[src/hdl/gcpu_pkg.sv]
// ----------------------------------------------------------------------------
// gcpu_pkg
// Shared types and constants for the per-unit GC content block.
// ----------------------------------------------------------------------------
package gcpu_pkg;

    localparam int UNIT_W      = 16;
    localparam int QUEUE_DEPTH = 4;
    localparam int QPTR_W      = $clog2(QUEUE_DEPTH);
    localparam int QCNT_W      = $clog2(QUEUE_DEPTH + 1);

    localparam logic [7:0] CHAR_A_UP = 8'h41;
    localparam logic [7:0] CHAR_A_LO = 8'h61;
    localparam logic [7:0] CHAR_C_UP = 8'h43;
    localparam logic [7:0] CHAR_C_LO = 8'h63;
    localparam logic [7:0] CHAR_G_UP = 8'h47;
    localparam logic [7:0] CHAR_G_LO = 8'h67;
    localparam logic [7:0] CHAR_T_UP = 8'h54;
    localparam logic [7:0] CHAR_T_LO = 8'h74;

    typedef enum logic [1:0] {
        CLS_NONE,
        CLS_GC,
        CLS_AT,
        CLS_OTHER
    } cls_t;

    typedef struct packed {
        cls_t cls;
        logic unit_end;
    } item_t;

    typedef enum logic [1:0] {
        BK_COUNT,
        BK_SETUP,
        BK_DIVIDE,
        BK_DELIVER
    } back_state_t;

    // a separator that closes a unit is not counted
    function automatic cls_t classify(input logic [7:0] ch, input logic sep,
                                      input logic last);
        cls_t c;
        if (sep)
        begin
            c = last ? CLS_NONE : CLS_OTHER;
        end
        else
        begin
            case (ch)
                CHAR_G_UP, CHAR_G_LO, CHAR_C_UP, CHAR_C_LO: c = CLS_GC;
                CHAR_A_UP, CHAR_A_LO, CHAR_T_UP, CHAR_T_LO: c = CLS_AT;
                default:                                    c = CLS_OTHER;
            endcase
        end
        return c;
    endfunction

endpackage

[src/hdl/gcpu_front.sv]
// ----------------------------------------------------------------------------
// gcpu_front
// Input stage: takes items, classifies the character and hands the class on.
// ----------------------------------------------------------------------------
module gcpu_front (
    input  logic            clk,
    input  logic            rst_n,
    input  logic            in_valid,
    output logic            in_ready,
    input  logic [7:0]      base_char,
    input  logic            is_separator,
    input  logic            unit_end,
    output logic            push,
    output gcpu_pkg::item_t push_item,
    input  logic            full
);
    import gcpu_pkg::*;

    logic  front_valid_reg;
    logic  front_valid_next;
    item_t front_item_reg;
    item_t front_item_next;
    logic  take;

    assign in_ready  = !front_valid_reg || !full;
    assign take      = in_valid && in_ready;
    assign push      = front_valid_reg && !full;
    assign push_item = front_item_reg;

    always_comb
    begin
        front_valid_next = front_valid_reg;
        front_item_next  = front_item_reg;
        if (take)
        begin
            front_valid_next         = 1'b1;
            front_item_next.cls      = classify(base_char, is_separator, unit_end);
            front_item_next.unit_end = unit_end;
        end
        else if (push)
        begin
            front_valid_next = 1'b0;
        end
    end

    always_ff @(posedge clk or negedge rst_n)
    begin
        if (!rst_n)
        begin
            front_valid_reg <= 1'b0;
        end
        else
        begin
            front_valid_reg <= front_valid_next;
        end
    end

    always_ff @(posedge clk)
    begin
        front_item_reg <= front_item_next;
    end

endmodule

[src/hdl/gcpu_queue.sv]
// ----------------------------------------------------------------------------
// gcpu_queue
// Short FIFO of classified items between the input stage and the counters.
// ----------------------------------------------------------------------------
module gcpu_queue (
    input  logic            clk,
    input  logic            rst_n,
    input  logic            push,
    input  gcpu_pkg::item_t push_item,
    output logic            full,
    input  logic            pop,
    output gcpu_pkg::item_t pop_item,
    output logic            not_empty
);
    import gcpu_pkg::*;

    item_t             mem [QUEUE_DEPTH];
    logic [QPTR_W-1:0] wr_ptr_reg;
    logic [QPTR_W-1:0] wr_ptr_next;
    logic [QPTR_W-1:0] rd_ptr_reg;
    logic [QPTR_W-1:0] rd_ptr_next;
    logic [QCNT_W-1:0] count_reg;
    logic [QCNT_W-1:0] count_next;
    logic              do_push;
    logic              do_pop;

    assign full      = (count_reg == QCNT_W'(QUEUE_DEPTH));
    assign not_empty = (count_reg != '0);
    assign do_push   = push && !full;
    assign do_pop    = pop && not_empty;
    assign pop_item  = mem[rd_ptr_reg];

    always_comb
    begin
        wr_ptr_next = do_push ? wr_ptr_reg + 1'b1 : wr_ptr_reg;
        rd_ptr_next = do_pop  ? rd_ptr_reg + 1'b1 : rd_ptr_reg;
        count_next  = count_reg;
        if (do_push && !do_pop)
        begin
            count_next = count_reg + 1'b1;
        end
        else if (do_pop && !do_push)
        begin
            count_next = count_reg - 1'b1;
        end
    end

    always_ff @(posedge clk or negedge rst_n)
    begin
        if (!rst_n)
        begin
            wr_ptr_reg <= '0;
            rd_ptr_reg <= '0;
            count_reg  <= '0;
        end
        else
        begin
            wr_ptr_reg <= wr_ptr_next;
            rd_ptr_reg <= rd_ptr_next;
            count_reg  <= count_next;
        end
    end

    always_ff @(posedge clk)
    begin
        if (do_push)
        begin
            mem[wr_ptr_reg] <= push_item;
        end
    end

endmodule

[src/hdl/gcpu_back.sv]
// ----------------------------------------------------------------------------
// gcpu_back
// Unit counters, bit-serial fraction divider and result register.
// ----------------------------------------------------------------------------
module gcpu_back #(
    parameter int COUNT_WIDTH   = 32,
    parameter int FRACTION_BITS = 16
) (
    input  logic                              clk,
    input  logic                              rst_n,
    input  logic                              count_special,
    input  logic                              q_valid,
    input  gcpu_pkg::item_t                   q_item,
    output logic                              q_pop,
    output logic                              out_valid,
    input  logic                              out_ready,
    output logic [FRACTION_BITS:0]            gc_fraction,
    output logic [gcpu_pkg::UNIT_W-1:0]       unit_number,
    output logic                              zero_divisor
);
    import gcpu_pkg::*;

    localparam int DEN_W  = COUNT_WIDTH + 2;
    localparam int QUO_W  = FRACTION_BITS + 1;
    localparam int STEP_W = $clog2(FRACTION_BITS);

    back_state_t             state_reg, state_next;
    logic [COUNT_WIDTH-1:0]  gc_reg, gc_next;
    logic [COUNT_WIDTH-1:0]  at_reg, at_next;
    logic [COUNT_WIDTH-1:0]  other_reg, other_next;
    logic [UNIT_W-1:0]       unit_reg, unit_next;
    logic [DEN_W-1:0]        den_reg, den_next;
    logic [DEN_W-1:0]        rem_reg, rem_next;
    logic [QUO_W-1:0]        quo_reg, quo_next;
    logic                    zero_reg, zero_next;
    logic [UNIT_W-1:0]       res_unit_reg, res_unit_next;
    logic [STEP_W-1:0]       step_reg, step_next;
    logic                    out_valid_reg, out_valid_next;
    logic [QUO_W-1:0]        out_frac_reg, out_frac_next;
    logic [UNIT_W-1:0]       out_unit_reg, out_unit_next;
    logic                    out_zero_reg, out_zero_next;
    logic [DEN_W:0]          rem_shift;
    logic                    rest_empty;

    assign q_pop        = (state_reg == BK_COUNT) && q_valid;
    assign rem_shift    = {rem_reg, 1'b0};
    // nothing besides gc in the divisor
    assign rest_empty   = (at_reg == '0) && (!count_special || other_reg == '0);
    assign out_valid    = out_valid_reg;
    assign gc_fraction  = out_frac_reg;
    assign unit_number  = out_unit_reg;
    assign zero_divisor = out_zero_reg;

    function automatic logic [COUNT_WIDTH-1:0] sat_inc(input logic [COUNT_WIDTH-1:0] v);
        return (v == '1) ? v : v + 1'b1;
    endfunction

    always_comb
    begin
        state_next     = state_reg;
        gc_next        = gc_reg;
        at_next        = at_reg;
        other_next     = other_reg;
        unit_next      = unit_reg;
        den_next       = den_reg;
        rem_next       = rem_reg;
        quo_next       = quo_reg;
        zero_next      = zero_reg;
        res_unit_next  = res_unit_reg;
        step_next      = step_reg;
        out_valid_next = out_valid_reg && !out_ready;
        out_frac_next  = out_frac_reg;
        out_unit_next  = out_unit_reg;
        out_zero_next  = out_zero_reg;

        case (state_reg)
            BK_COUNT:
            begin
                if (q_valid)
                begin
                    case (q_item.cls)
                        CLS_GC:    gc_next    = sat_inc(gc_reg);
                        CLS_AT:    at_next    = sat_inc(at_reg);
                        CLS_OTHER: other_next = sat_inc(other_reg);
                        default:   ;
                    endcase
                    if (q_item.unit_end)
                    begin
                        state_next = BK_SETUP;
                    end
                end
            end
            BK_SETUP:
            begin
                den_next = DEN_W'(gc_reg) + DEN_W'(at_reg)
                         + (count_special ? DEN_W'(other_reg) : DEN_W'(0));
                zero_next = (gc_reg == '0) && rest_empty;
                // gc equal to the divisor: integer part is one, remainder zero
                if (gc_reg != '0 && rest_empty)
                begin
                    quo_next = QUO_W'(1);
                    rem_next = '0;
                end
                else
                begin
                    quo_next = '0;
                    rem_next = DEN_W'(gc_reg);
                end
                res_unit_next = unit_reg;
                unit_next     = unit_reg + 1'b1;
                gc_next       = '0;
                at_next       = '0;
                other_next    = '0;
                step_next     = '0;
                state_next    = ((gc_reg == '0) && rest_empty) ? BK_DELIVER : BK_DIVIDE;
            end
            BK_DIVIDE:
            begin
                if (rem_shift >= {1'b0, den_reg})
                begin
                    rem_next = DEN_W'(rem_shift - {1'b0, den_reg});
                    quo_next = {quo_reg[QUO_W-2:0], 1'b1};
                end
                else
                begin
                    rem_next = DEN_W'(rem_shift);
                    quo_next = {quo_reg[QUO_W-2:0], 1'b0};
                end
                step_next = step_reg + 1'b1;
                if (step_reg == STEP_W'(FRACTION_BITS - 1))
                begin
                    state_next = BK_DELIVER;
                end
            end
            BK_DELIVER:
            begin
                if (!out_valid_reg || out_ready)
                begin
                    out_valid_next = 1'b1;
                    out_frac_next  = zero_reg ? '0 : quo_reg;
                    out_unit_next  = res_unit_reg;
                    out_zero_next  = zero_reg;
                    state_next     = BK_COUNT;
                end
            end
            default:
            begin
                state_next = BK_COUNT;
            end
        endcase
    end

    always_ff @(posedge clk or negedge rst_n)
    begin
        if (!rst_n)
        begin
            state_reg     <= BK_COUNT;
            gc_reg        <= '0;
            at_reg        <= '0;
            other_reg     <= '0;
            unit_reg      <= '0;
            out_valid_reg <= 1'b0;
        end
        else
        begin
            state_reg     <= state_next;
            gc_reg        <= gc_next;
            at_reg        <= at_next;
            other_reg     <= other_next;
            unit_reg      <= unit_next;
            out_valid_reg <= out_valid_next;
        end
    end

    always_ff @(posedge clk)
    begin
        den_reg      <= den_next;
        rem_reg      <= rem_next;
        quo_reg      <= quo_next;
        zero_reg     <= zero_next;
        res_unit_reg <= res_unit_next;
        step_reg     <= step_next;
        out_frac_reg <= out_frac_next;
        out_unit_reg <= out_unit_next;
        out_zero_reg <= out_zero_next;
    end

    a_zero_means_no_fraction: assert property (@(posedge clk) disable iff (!rst_n)
        out_valid_reg && out_zero_reg |-> out_frac_reg == '0)
        else $error("zero divisor result carries a nonzero fraction");

    a_fraction_at_most_one: assert property (@(posedge clk) disable iff (!rst_n)
        out_valid_reg |-> out_frac_reg <= (QUO_W'(1) << FRACTION_BITS))
        else $error("fraction above one");

    a_divisor_nonzero: assert property (@(posedge clk) disable iff (!rst_n)
        state_reg == BK_DIVIDE |-> den_reg != '0)
        else $error("divide step with zero divisor");

    a_unit_end_closes: assert property (@(posedge clk) disable iff (!rst_n)
        q_pop && q_item.unit_end |=> state_reg == BK_SETUP && gc_reg == $past(gc_next))
        else $error("unit end item did not close the unit");

endmodule

[src/hdl/gc_content_per_unit.sv]
// ----------------------------------------------------------------------------
// gc_content_per_unit
// Counts G/C and A/T per unit of a DNA character stream and reports the GC
// fraction in unsigned fixed point (1.0 = 2^FRACTION_BITS, truncated) with
// the unit number on each item that closes a unit. Characters are taken one
// per cycle; a four-deep item queue sits between the input stage and the
// counters. Each unit end holds the counters through divisor set-up, the
// restoring divider (one quotient bit per cycle) and result hand-off; a zero
// divisor skips the divider. Input stalls only once the queue fills.
// Results wait in an output register; hand-off, and with it the counters,
// stalls only when a second result is ready before the first is taken.
// count_special selects whole unit length (1) or G/C + A/T (0) as divisor and
// is to be written while the block is idle.
// ----------------------------------------------------------------------------
module gc_content_per_unit #(
    parameter int COUNT_WIDTH   = 32,
    parameter int FRACTION_BITS = 16
) (
    input  logic                        clk,
    input  logic                        rst_n,
    input  logic                        in_valid,
    output logic                        in_ready,
    input  logic [7:0]                  base_char,
    input  logic                        is_separator,
    input  logic                        unit_end,
    output logic                        out_valid,
    input  logic                        out_ready,
    output logic [FRACTION_BITS:0]      gc_fraction,
    output logic [gcpu_pkg::UNIT_W-1:0] unit_number,
    output logic                        zero_divisor,
    input  logic                        cfg_valid,
    output logic                        cfg_ready,
    input  logic                        count_special
);
    import gcpu_pkg::*;

    logic  count_special_reg;
    logic  count_special_next;
    logic  push;
    item_t push_item;
    logic  full;
    logic  pop;
    item_t pop_item;
    logic  not_empty;

    assign cfg_ready          = 1'b1;
    assign count_special_next = (cfg_valid && cfg_ready) ? count_special : count_special_reg;

    always_ff @(posedge clk or negedge rst_n)
    begin
        if (!rst_n)
        begin
            count_special_reg <= 1'b0;
        end
        else
        begin
            count_special_reg <= count_special_next;
        end
    end

    gcpu_front u_front (
        .clk          (clk),
        .rst_n        (rst_n),
        .in_valid     (in_valid),
        .in_ready     (in_ready),
        .base_char    (base_char),
        .is_separator (is_separator),
        .unit_end     (unit_end),
        .push         (push),
        .push_item    (push_item),
        .full         (full)
    );

    gcpu_queue u_queue (
        .clk       (clk),
        .rst_n     (rst_n),
        .push      (push),
        .push_item (push_item),
        .full      (full),
        .pop       (pop),
        .pop_item  (pop_item),
        .not_empty (not_empty)
    );

    gcpu_back #(
        .COUNT_WIDTH   (COUNT_WIDTH),
        .FRACTION_BITS (FRACTION_BITS)
    ) u_back (
        .clk           (clk),
        .rst_n         (rst_n),
        .count_special (count_special_reg),
        .q_valid       (not_empty),
        .q_item        (pop_item),
        .q_pop         (pop),
        .out_valid     (out_valid),
        .out_ready     (out_ready),
        .gc_fraction   (gc_fraction),
        .unit_number   (unit_number),
        .zero_divisor  (zero_divisor)
    );

endmodule
[config.mk]
export PLATFORM = sky130hd
export DESIGN_NAME = gc_content_per_unit
export DESIGN_NICKNAME = d
export VERILOG_FILES = /design/src/hdl/gcpu_pkg.sv /design/src/hdl/gcpu_front.sv /design/src/hdl/gcpu_queue.sv /design/src/hdl/gcpu_back.sv /design/src/hdl/gc_content_per_unit.sv
export SDC_FILE = /design/constraint.sdc
export NUM_CORES = 1
export LEC_CHECK = 0
export BUFFER_PORTS_ARGS = -buffer_cell sky130_fd_sc_hd__buf_2
export CAP_MARGIN = 20
export CORE_UTILIZATION = 55
export CTS_CLUSTER_SIZE = 8
export DETAILED_ROUTE_END_ITERATION = 16
export GPL_TIMING_DRIVEN = 1
export HOLD_SLACK_MARGIN = 0.02
export PLACE_DENSITY = 0.68
export SYNTH_ARGS = -nofsm -noshare
export SYNTH_HDL_FRONTEND = slang
export SYNTH_SLANG_ARGS = --single-unit
[constraint.sdc]
create_clock -name clk -period 12.1 [get_ports clk]
set_clock_uncertainty 0.2 [all_clocks]
set_input_delay 0.605 -clock clk [delete_from_list [all_inputs] [get_ports clk]]
set_output_delay 0.605 -clock clk [all_outputs]
set_load 0.01 [all_outputs]
# [Yosys cells after proc, flatten, opt, wreduce, memory -nomap -nowiden]
# Memory sizes are Yosys's and may differ from the RTL's.
# Cells that the tools add are included.
[word_totals] in_bits=16 elab_cells=140 mem_bits_ro=0 output_inout_bits=37 latchBits=0 n_memories=1 ff_bits=267 ramBits=12
[classes] n_lt_le_gt_ge=1 n_shift=0 n_mux=37 bitwise=0 n_addsub=12 div_mod_pow=0 n_mul=0 n_reduce_logical=38 n_eq_ne=29
[mem_list] name="u_queue.mem" depth=4 width=3 read_ports=1 rd_ports_with_merged_regs=0 wr=1 line_no="gcpu_queue.sv:17" text="item_t mem [QUEUE_DEPTH];"
[ops] cell="$mux 32" n=11
[ops] cell="$pmux 32 s2" n=3
[ops] cell="$add 32x1->32 const B" n=3
[ops] cell="$eq 32x32->1 const B" n=3
[ops] cell="$logic_not 32->1" n=3
[ops] cell="$pmux 34 s2" n=1
[ops] cell="$eq 8x7->1 const B" n=8
[ops] cell="$ge 35x34->1" n=1
[ops] cell="$add 34x34->34" n=1
[ops] cell="$mux 34" n=1
[ops] cell="$pmux 17 s2" n=1
[ops] cell="$sub 34x34->34" n=1
[ops] cell="$add 32x32->33" n=1
[ops] cell="$reduce_bool 32->1" n=1
[ops] cell="$add 16x1->16 const B" n=1
[ops] cell="$reduce_and 4->1" n=4
[ops] cell="$ne 2x2->1 const B" n=7
[ops] cell="$mux 2" n=6
[ops] cell="$logic_and 1x1->1" n=11
[ops] cell="$mux 1" n=9
[ops] cell="$eq 2x2->1 const B" n=4
[ops] cell="$pmux 2 s4" n=1
[ops] cell="$pmux 4 s2" n=1
[ops] cell="$reduce_bool 2->1" n=4
[ops] cell="other kinds (16)" n=30

# [Depth between registers and ports, before layout]
# Gate-level depths: netlist (run 1).
[logic_depth] depth_word=8 ltp_mapped=22 depth_no_buf=22

# [Hierarchy]
# Synthesis (run 1) repeated with hierarchy kept, for this count alone.
[unflattened] cells_unflattened=1706 area_unflattened_um2=16967.5
[modules_own_cells] mod="gcpu_back" instances=1 area_per_inst_um2=15838.9 cells_per_inst=1634
[modules_own_cells] mod="gcpu_queue" instances=1 area_per_inst_um2=873.3 cells_per_inst=51
[modules_own_cells] mod="gcpu_front" instances=1 area_per_inst_um2=203.9 cells_per_inst=17
[modules_own_cells] mod="gc_content_per_unit" instances=1 area_per_inst_um2=51.3 cells_per_inst=4

# [Least setup slack after synthesis (run 1)]
# No wires, ideal clock.
[synth_path] kind="register -> register" startpoint="register u_back.at_reg[0]" endpoint="register u_back.den_reg[33], data pin" arrival_time_ns=4.246 path_stages_with_launch=23 setup_ns=0.262 period_less_slack_ns=4.708 t_required_ns=11.638 setup_slack_ns=7.392 cell_sequence="dfrtp_1 > ha_1 > inv_1 > fa_1 > nor2b_1 > o21ai_0 > a21boi_0 > o21ai_0 > nand2_1 > a21o_1 > a21o_1 > a2111oi_0 > nand4b_1 > ha_1 > a21oi_1 > o21ai_0 > a311oi_1 > nor4b_1 > o41ai_2 > nor2b_1 > a21o_1 > a221oi_1 > nor2_1"
[synth_via] elab_chain_cells=2
[synth_rtl] item="start, declared" line_no="gcpu_back.sv:29" text="logic [COUNT_WIDTH-1:0] at_reg, at_next;"
[synth_rtl] item="start signal, assigned" line_no="gcpu_back.sv:168" text="at_reg <= at_next;"
[synth_rtl] item="$add 32x32->33" line_no="gcpu_back.sv:95" text="den_next = DEN_W'(gc_reg) + DEN_W'(at_reg)"
[synth_rtl] item="$add 34x34->34" line_no="gcpu_back.sv:96" text="+ (count_special ? DEN_W'(other_reg) : DEN_W'(0));"
[synth_rtl] item="end signal, assigned" line_no="gcpu_back.sv:177" text="den_reg <= den_next;"
[synth_rtl] item="end, declared" line_no="gcpu_back.sv:32" text="logic [DEN_W-1:0] den_reg, den_next;"
# No other way between the ends.
# A chain may end at the register's enable or synchronous reset.

# [Worst setup path in the final report (run 1)]
[layout_path] startpoint="register u_back.at_reg[0]" endpoint="register u_back.den_reg[32], data pin"
# Same word-level chain as after synthesis.

==> summary.json, run 1 <==
{
  "routing": {
    "route.detailed.drc": 0,
    "ant_nets": 0,
    "via_count": 13800,
    "drtPass1Iterations": 7,
    "detail_route.vias_per_cell": 5.98,
    "routed_wirelength_um": 42000,
    "average_wire_length_per_cell_after_detail_routing_um": 18.3,
    "drt-initial-drc-count": 1106
  },
  "sta": {
    "report.final.slew_viol_count": 0,
    "tns_ns": 0,
    "rsz0062_at_grt": "no",
    "setup_viol_count_final": 0,
    "slew_headroom_pct": 45.9,
    "period_minus_slack_ns": 5.77,
    "period_share_pct": 47.7,
    "highest_clock_rate_mhz": 173,
    "finalHoldViolations": 0,
    "timing.hold.ws_ns": 0.0831,
    "slew_worst_pin_ns": 0.809
  },
  "floorplanning": {
    "die_y_um": 181,
    "start_util_pct": 56.0,
    "die_width_um": 181,
    "die_area_sq_um": 32900,
    "coreArea_sq_um": 31600,
    "rows": 65,
    "boundaryPins": 53
  },
  "yosys": {
    "synth.top_cells.by_area": "sky130_fd_sc_hd__edfxtp_1, sky130_fd_sc_hd__dfrtp_1, sky130_fd_sc_hd__ha_1",
    "most_instantiated_flip_flop_cell_in_the_synthesis_netlist": "sky130_fd_sc_hd__edfxtp_1",
    "combinational_family_with_the_most_area_after_synthesis": "simple AND/OR/NAND/NOR gates",
    "ys_seq_elements": 279,
    "yosysTopAreaCellShare_pct": 26.3,
    "post_synth_xor_area_fraction_pct": 6.74,
    "post_synth_fa_ha_maj_area_fraction_pct": 8.73,
    "synth_compound_area_share_pct": 16.7,
    "netlist_area_sq_um": 17700,
    "syn-instance-count": 1823,
    "post_synth.cell_area_avg_sq_um": 9.70,
    "synth_edf_count": 155,
    "synth_warnings": 0,
    "yosysTopAreaCell": "sky130_fd_sc_hd__edfxtp_1",
    "synth.area.mux_share_pct": 2.33,
    "synth_unique_cells": 83,
    "synth_simple_gate_area_share_pct": 18.3,
    "synthesis.nets": 1960,
    "seq_area_frac_synth_pct": 43.9,
    "async_reset_ff_share_pct": 44.4
  },
  "pwr": {
    "ir_drop_uv": 172,
    "pwr_density_cell_nw_per_um2": 233,
    "share_comb_of_total_power_pct": 42.7,
    "cellLeakagePower_nw": 8.39,
    "clkPwrFrac_pct": 23.1,
    "internal-power_w": 0.00279,
    "total_switching_power_w": 0.00176,
    "power.share.switching_pct": 38.7,
    "total_power_w": 0.00455,
    "relative_contribution_of_sequential_cells_to_total_power_pct": 34.2
  },
  "clock_network": {
    "clk_pin_slew_worst_paths_ns": 0.05,
    "insertion_delay_ns": 0.52,
    "htree_levels": 2,
    "ctsResizeCount": 0,
    "clock_tree_from_tritoncts": "done",
    "num_cts_buffers": 41,
    "clk_root_buffer_cell": "sky130_fd_sc_hd__clkbuf_16",
    "cts_num_sinks": 279,
    "clock_path_buffers": 3
  },
  "final_layout": {
    "cell_area_after_layout_sq_um": 19500,
    "ratio_of_cells_with_drive_above_1_in_the_final_layout_pct": 7.64,
    "area_growth_syn_to_layout_pct": 10.5,
    "multiInputGateArea_sq_um": 9380,
    "antenna_cells_inserted": 0,
    "regArea_sq_um": 7760,
    "fin_nets": 2007,
    "utilization_pct": 61.9,
    "filler_cells_inserted": 2675
  },
  "global_route": {
    "busiest_layer": "met2",
    "vias_in_the_first_global_route": 13200,
    "grt-ovfl-total": 0,
    "largest_net_degree_at_the_start_of_global_routing": 76,
    "grtUsageMet3_pct": 3.08,
    "met1_track_demand_over_resource_in_global_routing_pct": 37.8,
    "grt_antenna_before_repair": 0,
    "first_pass_grt_wire_length_um": 68100,
    "grt_use_total_pct": 25.7,
    "grt_use_met2_pct": 40.1
  },
  "placed_design": {
    "placement.io_buffers": 50,
    "dpl.hpwl_um": 30400,
    "gp_congestion": 0.895,
    "placedInstanceArea_sq_um": 18300
  },
  "worst_setup_path": {
    "slowest_cp_cell": "sky130_fd_sc_hd__o21ai_0",
    "worst_path_dominant_cell_family": "compound AO/OA/AOI/OAI gates",
    "worstPathMaxFanout": 5,
    "critical_path.n_buffers_inverters": 1,
    "worstSetupEndpointType": "flop",
    "critical_path.most_common_cell": "sky130_fd_sc_hd__o21ai_0",
    "cp_cell_sequence": "ha_1 -> inv_1 -> fa_1 -> nor2b_1 -> o21ai_0 -> a21boi_0 -> nor3_1 -> o21ai_0 -> a21o_1 -> a21oi_1 -> xnor2_1 -> ha_1 -> nand2_1 -> nor3_1 -> nand4_1 -> o21ai_0 -> a21oi_1 -> o21ai_1 -> a41oi_1 -> o21ai_0 -> xnor2_1",
    "worstPathRequired_ns": 12.15,
    "worst_path_class_setup": "reg -> reg",
    "crit_path_start_kind": "flop",
    "crit_path_max_incr_delay_ns": 0.49,
    "cp.arrival_ns": 5.82
  },
  "min_path": {
    "timing.hold.worst.class": "in -> reg"
  },
  "job": {
    "cap_violations": 0
  },
  "status": {
    "outcome": "complete, no violations"
  }
}
-- final cells by class --
cell class	count	share of cell area, %
Multi-Input combinational cell	1398	48.0
Sequential cell	279	39.7
Clock buffer	68	6.04
Tap cell	402	2.58
Timing Repair Buffer	63	1.91
Inverter	87	1.67
Clock inverter	2	0.0897
-- kinds of logic (layout without fill, tap and decap cells) --
kind of cell / count (synthesis) / after routing
xor gates and xnor gates: 136 / 136
other: 1 / 1
muxes: 37 / 37
and+or+nand+nor: 636 / 636
DFF: 279 / 279
buffers and inverters: 146 / 220
adders and majority gates: 121 / 121
AOI/OAI and AO/OA: 467 / 467
-- routing by layer --
metal,wire [um],vias up
li1,-,6774
met1,20100,6596
met2,18900,319
met3,2030,63
met4,939,0
met5,0,-
-- power groups by stage --
stage                     sequential, W  clock, W  combinational [W]
after detailed placement        0.00157         0            0.00193
after global placement          0.00156         0            0.00190
after CTS                       0.00156   0.00107            0.00195
final                           0.00156   0.00105            0.00194
after global routing            0.00159   0.00111            0.00216
after floorplan                 0.00154         0            0.00147
-- repair_timing --
item,4_1_cts,5_1_grt
hold buffers,1,0
setup buffers,0,0
endpoints found under the setup margin,0,0
endpoints found under the hold margin,49,0
-- per-stage QoR --
stage | instances | worst slack [ns]
2_1_floorplan | 1823 | 7.39
3_3_place_gp | 2227 | 6.33
3_5_place_dp | 2227 | 6.38
4_1_cts | 2298 | 6.34
5_1_grt | 2299 | 5.79
6_report | 2299 | 6.33
-- Yosys cell counts, types with 9 or more instances --
cell,instances
sky130_fd_sc_hd__edfxtp_1,155
sky130_fd_sc_hd__nand2_1,153
sky130_fd_sc_hd__o21ai_0,138
sky130_fd_sc_hd__nor2_1,133
sky130_fd_sc_hd__dfrtp_1,124
sky130_fd_sc_hd__ha_1,117
sky130_fd_sc_hd__a21oi_1,112
sky130_fd_sc_hd__xnor2_1,88
sky130_fd_sc_hd__inv_1,87
sky130_fd_sc_hd__and2_1,67
sky130_fd_sc_hd__nand3_1,59
sky130_fd_sc_hd__a21o_1,56
sky130_fd_sc_hd__xor2_1,48
sky130_fd_sc_hd__nor3_1,40
sky130_fd_sc_hd__clkbuf_1,38
sky130_fd_sc_hd__nand4_1,36
sky130_fd_sc_hd__and3_1,30
sky130_fd_sc_hd__mux2i_1,30
sky130_fd_sc_hd__nor2b_1,29
sky130_fd_sc_hd__nor4_1,23
sky130_fd_sc_hd__or3_1,19
sky130_fd_sc_hd__o31ai_1,17
sky130_fd_sc_hd__a31oi_1,16
sky130_fd_sc_hd__buf_2,16
sky130_fd_sc_hd__o21ai_1,16
sky130_fd_sc_hd__o21bai_1,14
sky130_fd_sc_hd__o21a_1,12
sky130_fd_sc_hd__and4_1,11
sky130_fd_sc_hd__nand2b_1,10
sky130_fd_sc_hd__a211oi_1,9
-- cell usage in the layout (no fill, tap or decap), types with 10 or more instances in the layout --
| cell type | instances |
|---|---|
| sky130_fd_sc_hd__nor4_1 | 23 |
| sky130_fd_sc_hd__ha_1 | 115 |
| sky130_fd_sc_hd__inv_1 | 87 |
| sky130_fd_sc_hd__buf_4 | 12 |
| sky130_fd_sc_hd__a21o_1 | 56 |
| sky130_fd_sc_hd__o21ai_1 | 16 |
| sky130_fd_sc_hd__dfrtp_1 | 124 |
| sky130_fd_sc_hd__nor2b_1 | 29 |
| sky130_fd_sc_hd__clkbuf_16 | 43 |
| sky130_fd_sc_hd__a21oi_1 | 111 |
| sky130_fd_sc_hd__mux2i_1 | 30 |
| sky130_fd_sc_hd__nor3_1 | 40 |
| sky130_fd_sc_hd__and2_1 | 67 |
| sky130_fd_sc_hd__buf_2 | 49 |
| sky130_fd_sc_hd__a31oi_1 | 16 |
| sky130_fd_sc_hd__xnor2_1 | 88 |
| sky130_fd_sc_hd__o21ai_0 | 138 |
| sky130_fd_sc_hd__nand4_1 | 36 |
| sky130_fd_sc_hd__edfxtp_1 | 155 |
| sky130_fd_sc_hd__o21a_1 | 12 |
| sky130_fd_sc_hd__clkbuf_1 | 24 |
| sky130_fd_sc_hd__and3_1 | 30 |
| sky130_fd_sc_hd__xor2_1 | 48 |
| sky130_fd_sc_hd__and4_1 | 11 |
| sky130_fd_sc_hd__nand3_1 | 59 |
| sky130_fd_sc_hd__nand2_1 | 153 |
| sky130_fd_sc_hd__o21bai_1 | 14 |
| sky130_fd_sc_hd__o31ai_1 | 17 |
| sky130_fd_sc_hd__nand2b_1 | 10 |
| sky130_fd_sc_hd__nor2_1 | 132 |
| sky130_fd_sc_hd__or3_1 | 19 |
-- final timing paths --
path | slack [ns] | cells after the start | start | endpoint
min in group asynchronous | 0.48 | 2 | rst_n | u_back.at_reg[8]
min | 0.08 | 1 | unit_end | u_front.push_item[0]
max reg2reg | 6.33 | 21 | u_back.at_reg[0] | u_back.den_reg[32]
max in group asynchronous | 10.19 | 4 | rst_n | u_back.other_reg[7]
max | 6.33 | 21 | u_back.at_reg[0] | u_back.den_reg[32]
min reg2reg | 0.21 | 0 | u_back.res_unit_reg[1] | u_back.unit_number[1]
No activity file was read; power rests on OpenSTA's default activity.
==> run 2: changes to the inputs <==
--- a/config.mk
+++ b/config.mk
@@ -5,6 +5,7 @@
 export SDC_FILE = /design/constraint.sdc
 export NUM_CORES = 1
 export LEC_CHECK = 0
+export ABC_AREA = 1
 export BUFFER_PORTS_ARGS = -buffer_cell sky130_fd_sc_hd__buf_2
 export CAP_MARGIN = 20
 export CORE_UTILIZATION = 55
@@ -12,7 +13,7 @@
 export DETAILED_ROUTE_END_ITERATION = 16
 export GPL_TIMING_DRIVEN = 1
 export HOLD_SLACK_MARGIN = 0.02
-export PLACE_DENSITY = 0.68
+export PLACE_DENSITY = 0.7
 export SYNTH_ARGS = -nofsm -noshare
 export SYNTH_HDL_FRONTEND = slang
 export SYNTH_SLANG_ARGS = --single-unit
==> constraint.sdc (replaced) <==
create_clock -name clk -period 4.68 [get_ports clk]
set_clock_uncertainty 0.2 [all_clocks]
set_input_delay 0.234 -clock clk [delete_from_list [all_inputs] [get_ports clk]]
set_output_delay 0.234 -clock clk [all_outputs]
set_load 0.01 [all_outputs]
==> run 2 against run 1 <==
Count of clock-buffer cells in the layout is the same. Maximum frequency grew 33%. Die area grew 20%. Cell area grew 20%. Highest routed layer unchanged. Critical path depth shrank 2. Combinational power grew to 3.1 times the previous value. Via count grew 44%. Clock power grew to 2.6 times the previous value. Power grew to 2.8 times the previous value.
==> summary.json, run 2 <==
{
  "status": {
    "outcome": {"value": "complete, no violations", "change": "unchanged"}
  },
  "yosys": {
    "yosysTopAreaCellShare": {"value": 21.9, "unit": "%", "change": "was 26.3%"},
    "most_instantiated_flip_flop_cell_in_the_synthesis_netlist": {"value": "sky130_fd_sc_hd__edfxtp_1", "change": "unchanged"},
    "async_reset_ff_share": {"value": 44.4, "unit": "%", "change": "unchanged"},
    "combinational_family_with_the_most_area_after_synthesis": {"value": "simple AND/OR/NAND/NOR gates", "change": "unchanged"},
    "seq_area_frac_synth": {"value": 36.6, "unit": "%", "change": "was 43.9%"},
    "synth.most_common_cell": {"value": "sky130_fd_sc_hd__nand2_1", "change": "was sky130_fd_sc_hd__edfxtp_1"},
    "netlist_area": {"value": 21200, "unit": "sq um", "change": "was 17,700 sq um"},
    "post_synth.cell_area_avg": {"value": 7.04, "unit": "sq um", "change": "was 9.70 sq um"},
    "post_synth_fa_ha_maj_area_fraction": {"value": 7.28, "unit": "%", "change": "was 8.73%"},
    "post_synth_xor_area_fraction": {"value": 4.66, "unit": "%", "change": "was 6.74%"},
    "synthesis.nets": {"value": 3149, "change": "was 1,960"},
    "synth_warnings": {"value": 0, "change": "unchanged"},
    "synth_simple_gate_area_share": {"value": 33.5, "unit": "%", "change": "was 18.3%"},
    "synth.area.mux_share": {"value": 0.106, "unit": "%", "change": "was 2.33%"},
    "ys_seq_elements": {"value": 279, "change": "unchanged"},
    "synth.top_cells.by_area": {"value": "sky130_fd_sc_hd__edfxtp_1, sky130_fd_sc_hd__nand2_1, sky130_fd_sc_hd__dfrtp_1", "change": "was sky130_fd_sc_hd__edfxtp_1, sky130_fd_sc_hd__dfrtp_1, sky130_fd_sc_hd__ha_1"},
    "yosysTopAreaCell": {"value": "sky130_fd_sc_hd__edfxtp_1", "change": "unchanged"},
    "syn-instance-count": {"value": 3012, "change": "was 1,823"},
    "synth_unique_cells": {"value": 50, "change": "was 83"},
    "synth_compound_area_share": {"value": 8.19, "unit": "%", "change": "was 16.7%"},
    "synth_edf_count": {"value": 155, "change": "unchanged"},
    "synthTopCellsByCount": {"value": "sky130_fd_sc_hd__nand2_1, sky130_fd_sc_hd__inv_1, sky130_fd_sc_hd__nor2_1", "change": "was sky130_fd_sc_hd__edfxtp_1, sky130_fd_sc_hd__nand2_1, sky130_fd_sc_hd__o21ai_0"}
  },
  "sta": {
    "report.final.slew_viol_count": {"value": 0, "change": "unchanged"},
    "slew_headroom": {"value": 48.4, "unit": "%", "change": "was 45.9%"},
    "setup_viol_count_final": {"value": 0, "change": "unchanged"},
    "tns": {"value": 0, "unit": "ns", "change": "unchanged"},
    "period_minus_slack": {"value": 4.36, "unit": "ns", "change": "was 5.77 ns"},
    "highest_clock_rate": {"value": 230, "unit": "MHz", "change": "was 173 MHz"},
    "finalHoldViolations": {"value": 0, "change": "unchanged"},
    "slew_worst_pin": {"value": 0.773, "unit": "ns", "change": "was 0.809 ns"},
    "rsz0062_at_grt": {"value": "no", "change": "unchanged"},
    "period_share": {"value": 93.1, "unit": "%", "change": "was 47.7%"}
  },
  "final_layout": {
    "ratio_of_cells_with_drive_above_1_in_the_final_layout": {"value": 5.97, "unit": "%", "change": "was 7.64%"},
    "antenna_cells_inserted": {"value": 0, "change": "unchanged"},
    "final_cell_mix": {"value": "sky130_fd_sc_hd__nand2_1, sky130_fd_sc_hd__inv_1, sky130_fd_sc_hd__nor2_1, sky130_fd_sc_hd__nand3_1, sky130_fd_sc_hd__edfxtp_1", "change": "was sky130_fd_sc_hd__edfxtp_1, sky130_fd_sc_hd__nand2_1, sky130_fd_sc_hd__o21ai_0, sky130_fd_sc_hd__nor2_1, sky130_fd_sc_hd__dfrtp_1"},
    "fin_nets": {"value": 3223, "change": "was 2,007"},
    "mostFrequentLayoutCell": {"value": "sky130_fd_sc_hd__nand2_1", "change": "was sky130_fd_sc_hd__edfxtp_1"},
    "area_growth_syn_to_layout": {"value": 10.1, "unit": "%", "change": "was 10.5%"}
  },
  "global_route": {
    "grt-ovfl-total": {"value": 0, "change": "unchanged"},
    "grt_antenna_before_repair": {"value": 0, "change": "unchanged"},
    "first_pass_grt_wire_length": {"value": 99000, "unit": "um", "change": "was 68,100 um"},
    "grt_use_total": {"value": 32.5, "unit": "%", "change": "was 25.7%"},
    "largest_net_degree_at_the_start_of_global_routing": {"value": 79, "change": "was 76"},
    "vias_in_the_first_global_route": {"value": 18700, "change": "was 13,200"}
  },
  "clock_network": {
    "clock_tree_from_tritoncts": {"value": "done", "change": "unchanged"},
    "clock_path_buffers": {"value": 3, "change": "unchanged"},
    "insertion_delay": {"value": 0.58, "unit": "ns", "change": "was 0.52 ns"},
    "clk_pin_slew_worst_paths": {"value": 0.05, "unit": "ns", "change": "about the same"},
    "num_cts_buffers": {"value": 41, "change": "unchanged"},
    "cts_num_sinks": {"value": 279, "change": "unchanged"},
    "htree_levels": {"value": 2, "change": "unchanged"},
    "clk_root_buffer_cell": {"value": "sky130_fd_sc_hd__clkbuf_16", "change": "unchanged"},
    "ctsResizeCount": {"value": 0, "change": "unchanged"}
  },
  "routing": {
    "routed_wirelength": {"value": 62400, "unit": "um", "change": "was 42,000 um"},
    "drtPass1Iterations": {"value": 6, "change": "was 7"},
    "route.detailed.drc": {"value": 0, "change": "unchanged"},
    "drt-initial-drc-count": {"value": 1645, "change": "was 1,106"},
    "detail_route.vias_per_cell": {"value": 5.47, "change": "was 5.98"},
    "average_wire_length_per_cell_after_detail_routing": {"value": 17.2, "unit": "um", "change": "was 18.3 um"},
    "via_count": {"value": 19800, "change": "was 13,800"},
    "ant_nets": {"value": 0, "change": "unchanged"}
  },
  "floorplanning": {
    "rows": {"value": 71, "change": "was 65"},
    "die_area": {"value": 39400, "unit": "sq um", "change": "was 32,900 sq um"},
    "start_util": {"value": 56.1, "unit": "%", "change": "was 56.0%"},
    "boundaryPins": {"value": 53, "change": "unchanged"},
    "coreArea": {"value": 37800, "unit": "sq um", "change": "was 31,600 sq um"},
    "die_width": {"value": 198, "unit": "um", "change": "was 181 um"},
    "die_y": {"value": 198, "unit": "um", "change": "was 181 um"}
  },
  "placed_design": {
    "placement.io_buffers": {"value": 50, "change": "unchanged"},
    "gp_congestion": {"value": 0.993, "change": "was 0.895"},
    "dpl.hpwl": {"value": 48900, "unit": "um", "change": "was 30,400 um"}
  },
  "pwr": {
    "total_power": {"value": 0.0128, "unit": "W", "change": "was 0.00455 W"},
    "cellLeakagePower": {"value": 11.3, "unit": "nW", "change": "was 8.39 nW"},
    "ir_drop": {"value": 471, "unit": "uV", "change": "was 172 uV"},
    "pwr_density_cell": {"value": 550, "unit": "nW/um^2", "change": "was 233 nW/um^2"}
  },
  "worst_setup_path": {
    "critical_path.n_buffers_inverters": {"value": 2, "change": "was 1"},
    "worst_path_dominant_cell_family": {"value": "simple AND/OR/NAND/NOR gates", "change": "was compound AO/OA/AOI/OAI gates"},
    "cp_cell_sequence": {"value": "ha_1 -> nand2_1 -> nor2_1 -> nand2_1 -> o21ai_0 -> nand3_1 -> nand2_1 -> xor2_1 -> ha_1 -> nand2_1 -> inv_1 -> a21oi_1 -> inv_1 -> a21oi_1 -> nor2_1 -> nor3_1 -> nand2_1 -> nand2_1 -> nand2_1", "change": "was ha_1 -> inv_1 -> fa_1 -> nor2b_1 -> o21ai_0 -> a21boi_0 -> nor3_1 -> o21ai_0 -> a21o_1 -> a21oi_1 -> xnor2_1 -> ha_1 -> nand2_1 -> nor3_1 -> nand4_1 -> o21ai_0 -> a21oi_1 -> o21ai_1 -> a41oi_1 -> o21ai_0 -> xnor2_1"},
    "r2r_setup_slack": {"value": 0.32, "unit": "ns", "change": "was 6.33 ns"},
    "worst_path_class_setup": {"value": "reg -> reg", "change": "unchanged"},
    "crit_path_max_incr_delay": {"value": 0.50, "unit": "ns", "change": "was 0.49 ns"},
    "worstSetupEndpointType": {"value": "flop", "change": "unchanged"},
    "worstPathMaxFanout": {"value": 7, "change": "was 5"},
    "worstPathRequired": {"value": 4.79, "unit": "ns", "change": "was 12.15 ns"},
    "critical_path.most_common_cell": {"value": "sky130_fd_sc_hd__nand2_1", "change": "was sky130_fd_sc_hd__o21ai_0"},
    "cp.arrival": {"value": 4.47, "unit": "ns", "change": "was 5.82 ns"},
    "slowest_cp_cell": {"value": "sky130_fd_sc_hd__dfrtp_1", "change": "was sky130_fd_sc_hd__o21ai_0"},
    "crit_path_start_kind": {"value": "flop", "change": "unchanged"}
  },
  "min_path": {
    "timing.hold.worst.class": {"value": "in -> async", "change": "was in -> reg"}
  },
  "job": {
    "cap_violations": {"value": 0, "change": "unchanged"}
  }
}
[run 2: layout make-up]
type	instances	area, sq um
well taps	511	639
repair buffers	92	624
inverters	449	1690
multi-input cells	2223	11400
fillers	3547	14500
clock inverters	4	71.3
flip-flops and latches	279	7760
clock buffers	68	1150
[run 2: kinds of logic after synthesis]
| family | count (synthesis) |
|---|---|
| buffers and inverters | 510 |
| XOR/XNOR | 113 |
| flip-flops | 279 |
| adder cells (fa/ha/maj) | 121 |
| multiplexers | 2 |
| AO/OA/AOI/OAI | 323 |
| other | 1 |
| AND/OR/NAND/NOR | 1663 |
[run 2: worst reg2reg max path, stage by stage (launching register included)]
cell                      delay [ns]
sky130_fd_sc_hd__dfrtp_1        0.50
sky130_fd_sc_hd__ha_1           0.43
sky130_fd_sc_hd__nand2_1        0.13
sky130_fd_sc_hd__nor2_1         0.24
sky130_fd_sc_hd__nand2_1        0.07
sky130_fd_sc_hd__o21ai_0        0.48
sky130_fd_sc_hd__nand3_1        0.13
sky130_fd_sc_hd__nand2_1        0.10
sky130_fd_sc_hd__xor2_1         0.33
sky130_fd_sc_hd__ha_1           0.36
sky130_fd_sc_hd__nand2_1        0.14
sky130_fd_sc_hd__inv_1          0.05
sky130_fd_sc_hd__a21oi_1        0.14
sky130_fd_sc_hd__inv_1          0.08
sky130_fd_sc_hd__a21oi_1        0.19
sky130_fd_sc_hd__nor2_1         0.08
sky130_fd_sc_hd__nor3_1         0.25
sky130_fd_sc_hd__nand2_1        0.08
sky130_fd_sc_hd__nand2_1        0.07
sky130_fd_sc_hd__nand2_1        0.05
[run 2: worst paths after layout]
path	to	cells past startpoint	from
setup / recovery	u_back.den_reg[30]	19	u_back.gc_reg[11]
hold / removal	u_back.other_reg[26]	2	rst_n
min in group clk	u_front.push_item[0]	2	unit_end
setup reg to reg	u_back.den_reg[30]	19	u_back.gc_reg[11]
hold reg to reg	u_back.unit_number[15]	0	u_back.res_unit_reg[15]
max in group asynchronous	u_back.unit_reg[4]	3	rst_n
[run 2: where the power goes]
group          switching, W  internal, W  leakage [nW]
registers          0.000447      0.00355          3.22
logic               0.00424      0.00182          7.51
clock network       0.00111      0.00167         0.581
[run 2: stage by stage]
stage                     instance area (sq um)  worst slack, ns  hold WS (ns)  instances  util (%)
after floorplan                           21200             1.15        -0.262       3012         -
after global placement                    22000            0.491         0.116       3541      58.1
after detailed placement                  22000            0.395         0.115       3541      58.1
after CTS                                 23300            0.359        0.0721       3624      61.6
after global routing                      23400           0.0228         0.146       3626      61.7
final                                     23400            0.323        0.0619       3626      61.7
[run 2: what timing repair did]
item | 4_1_cts | 5_1_grt
buffers inserted | 0 | 0
hold endpoints to repair | 86 | 0
hold buffers | 11 | 0
[run 2: metal layers]
metal	global-route usage (%)	vias up	wire length, um	share of wire [%]
met5	0	-	0	0
met1	44.0	9128	27500	44
met3	3.63	119	3900	6.3
li1	-	9923	-	-
met4	14.7	0	2620	4.2
met2	52.3	664	28400	45
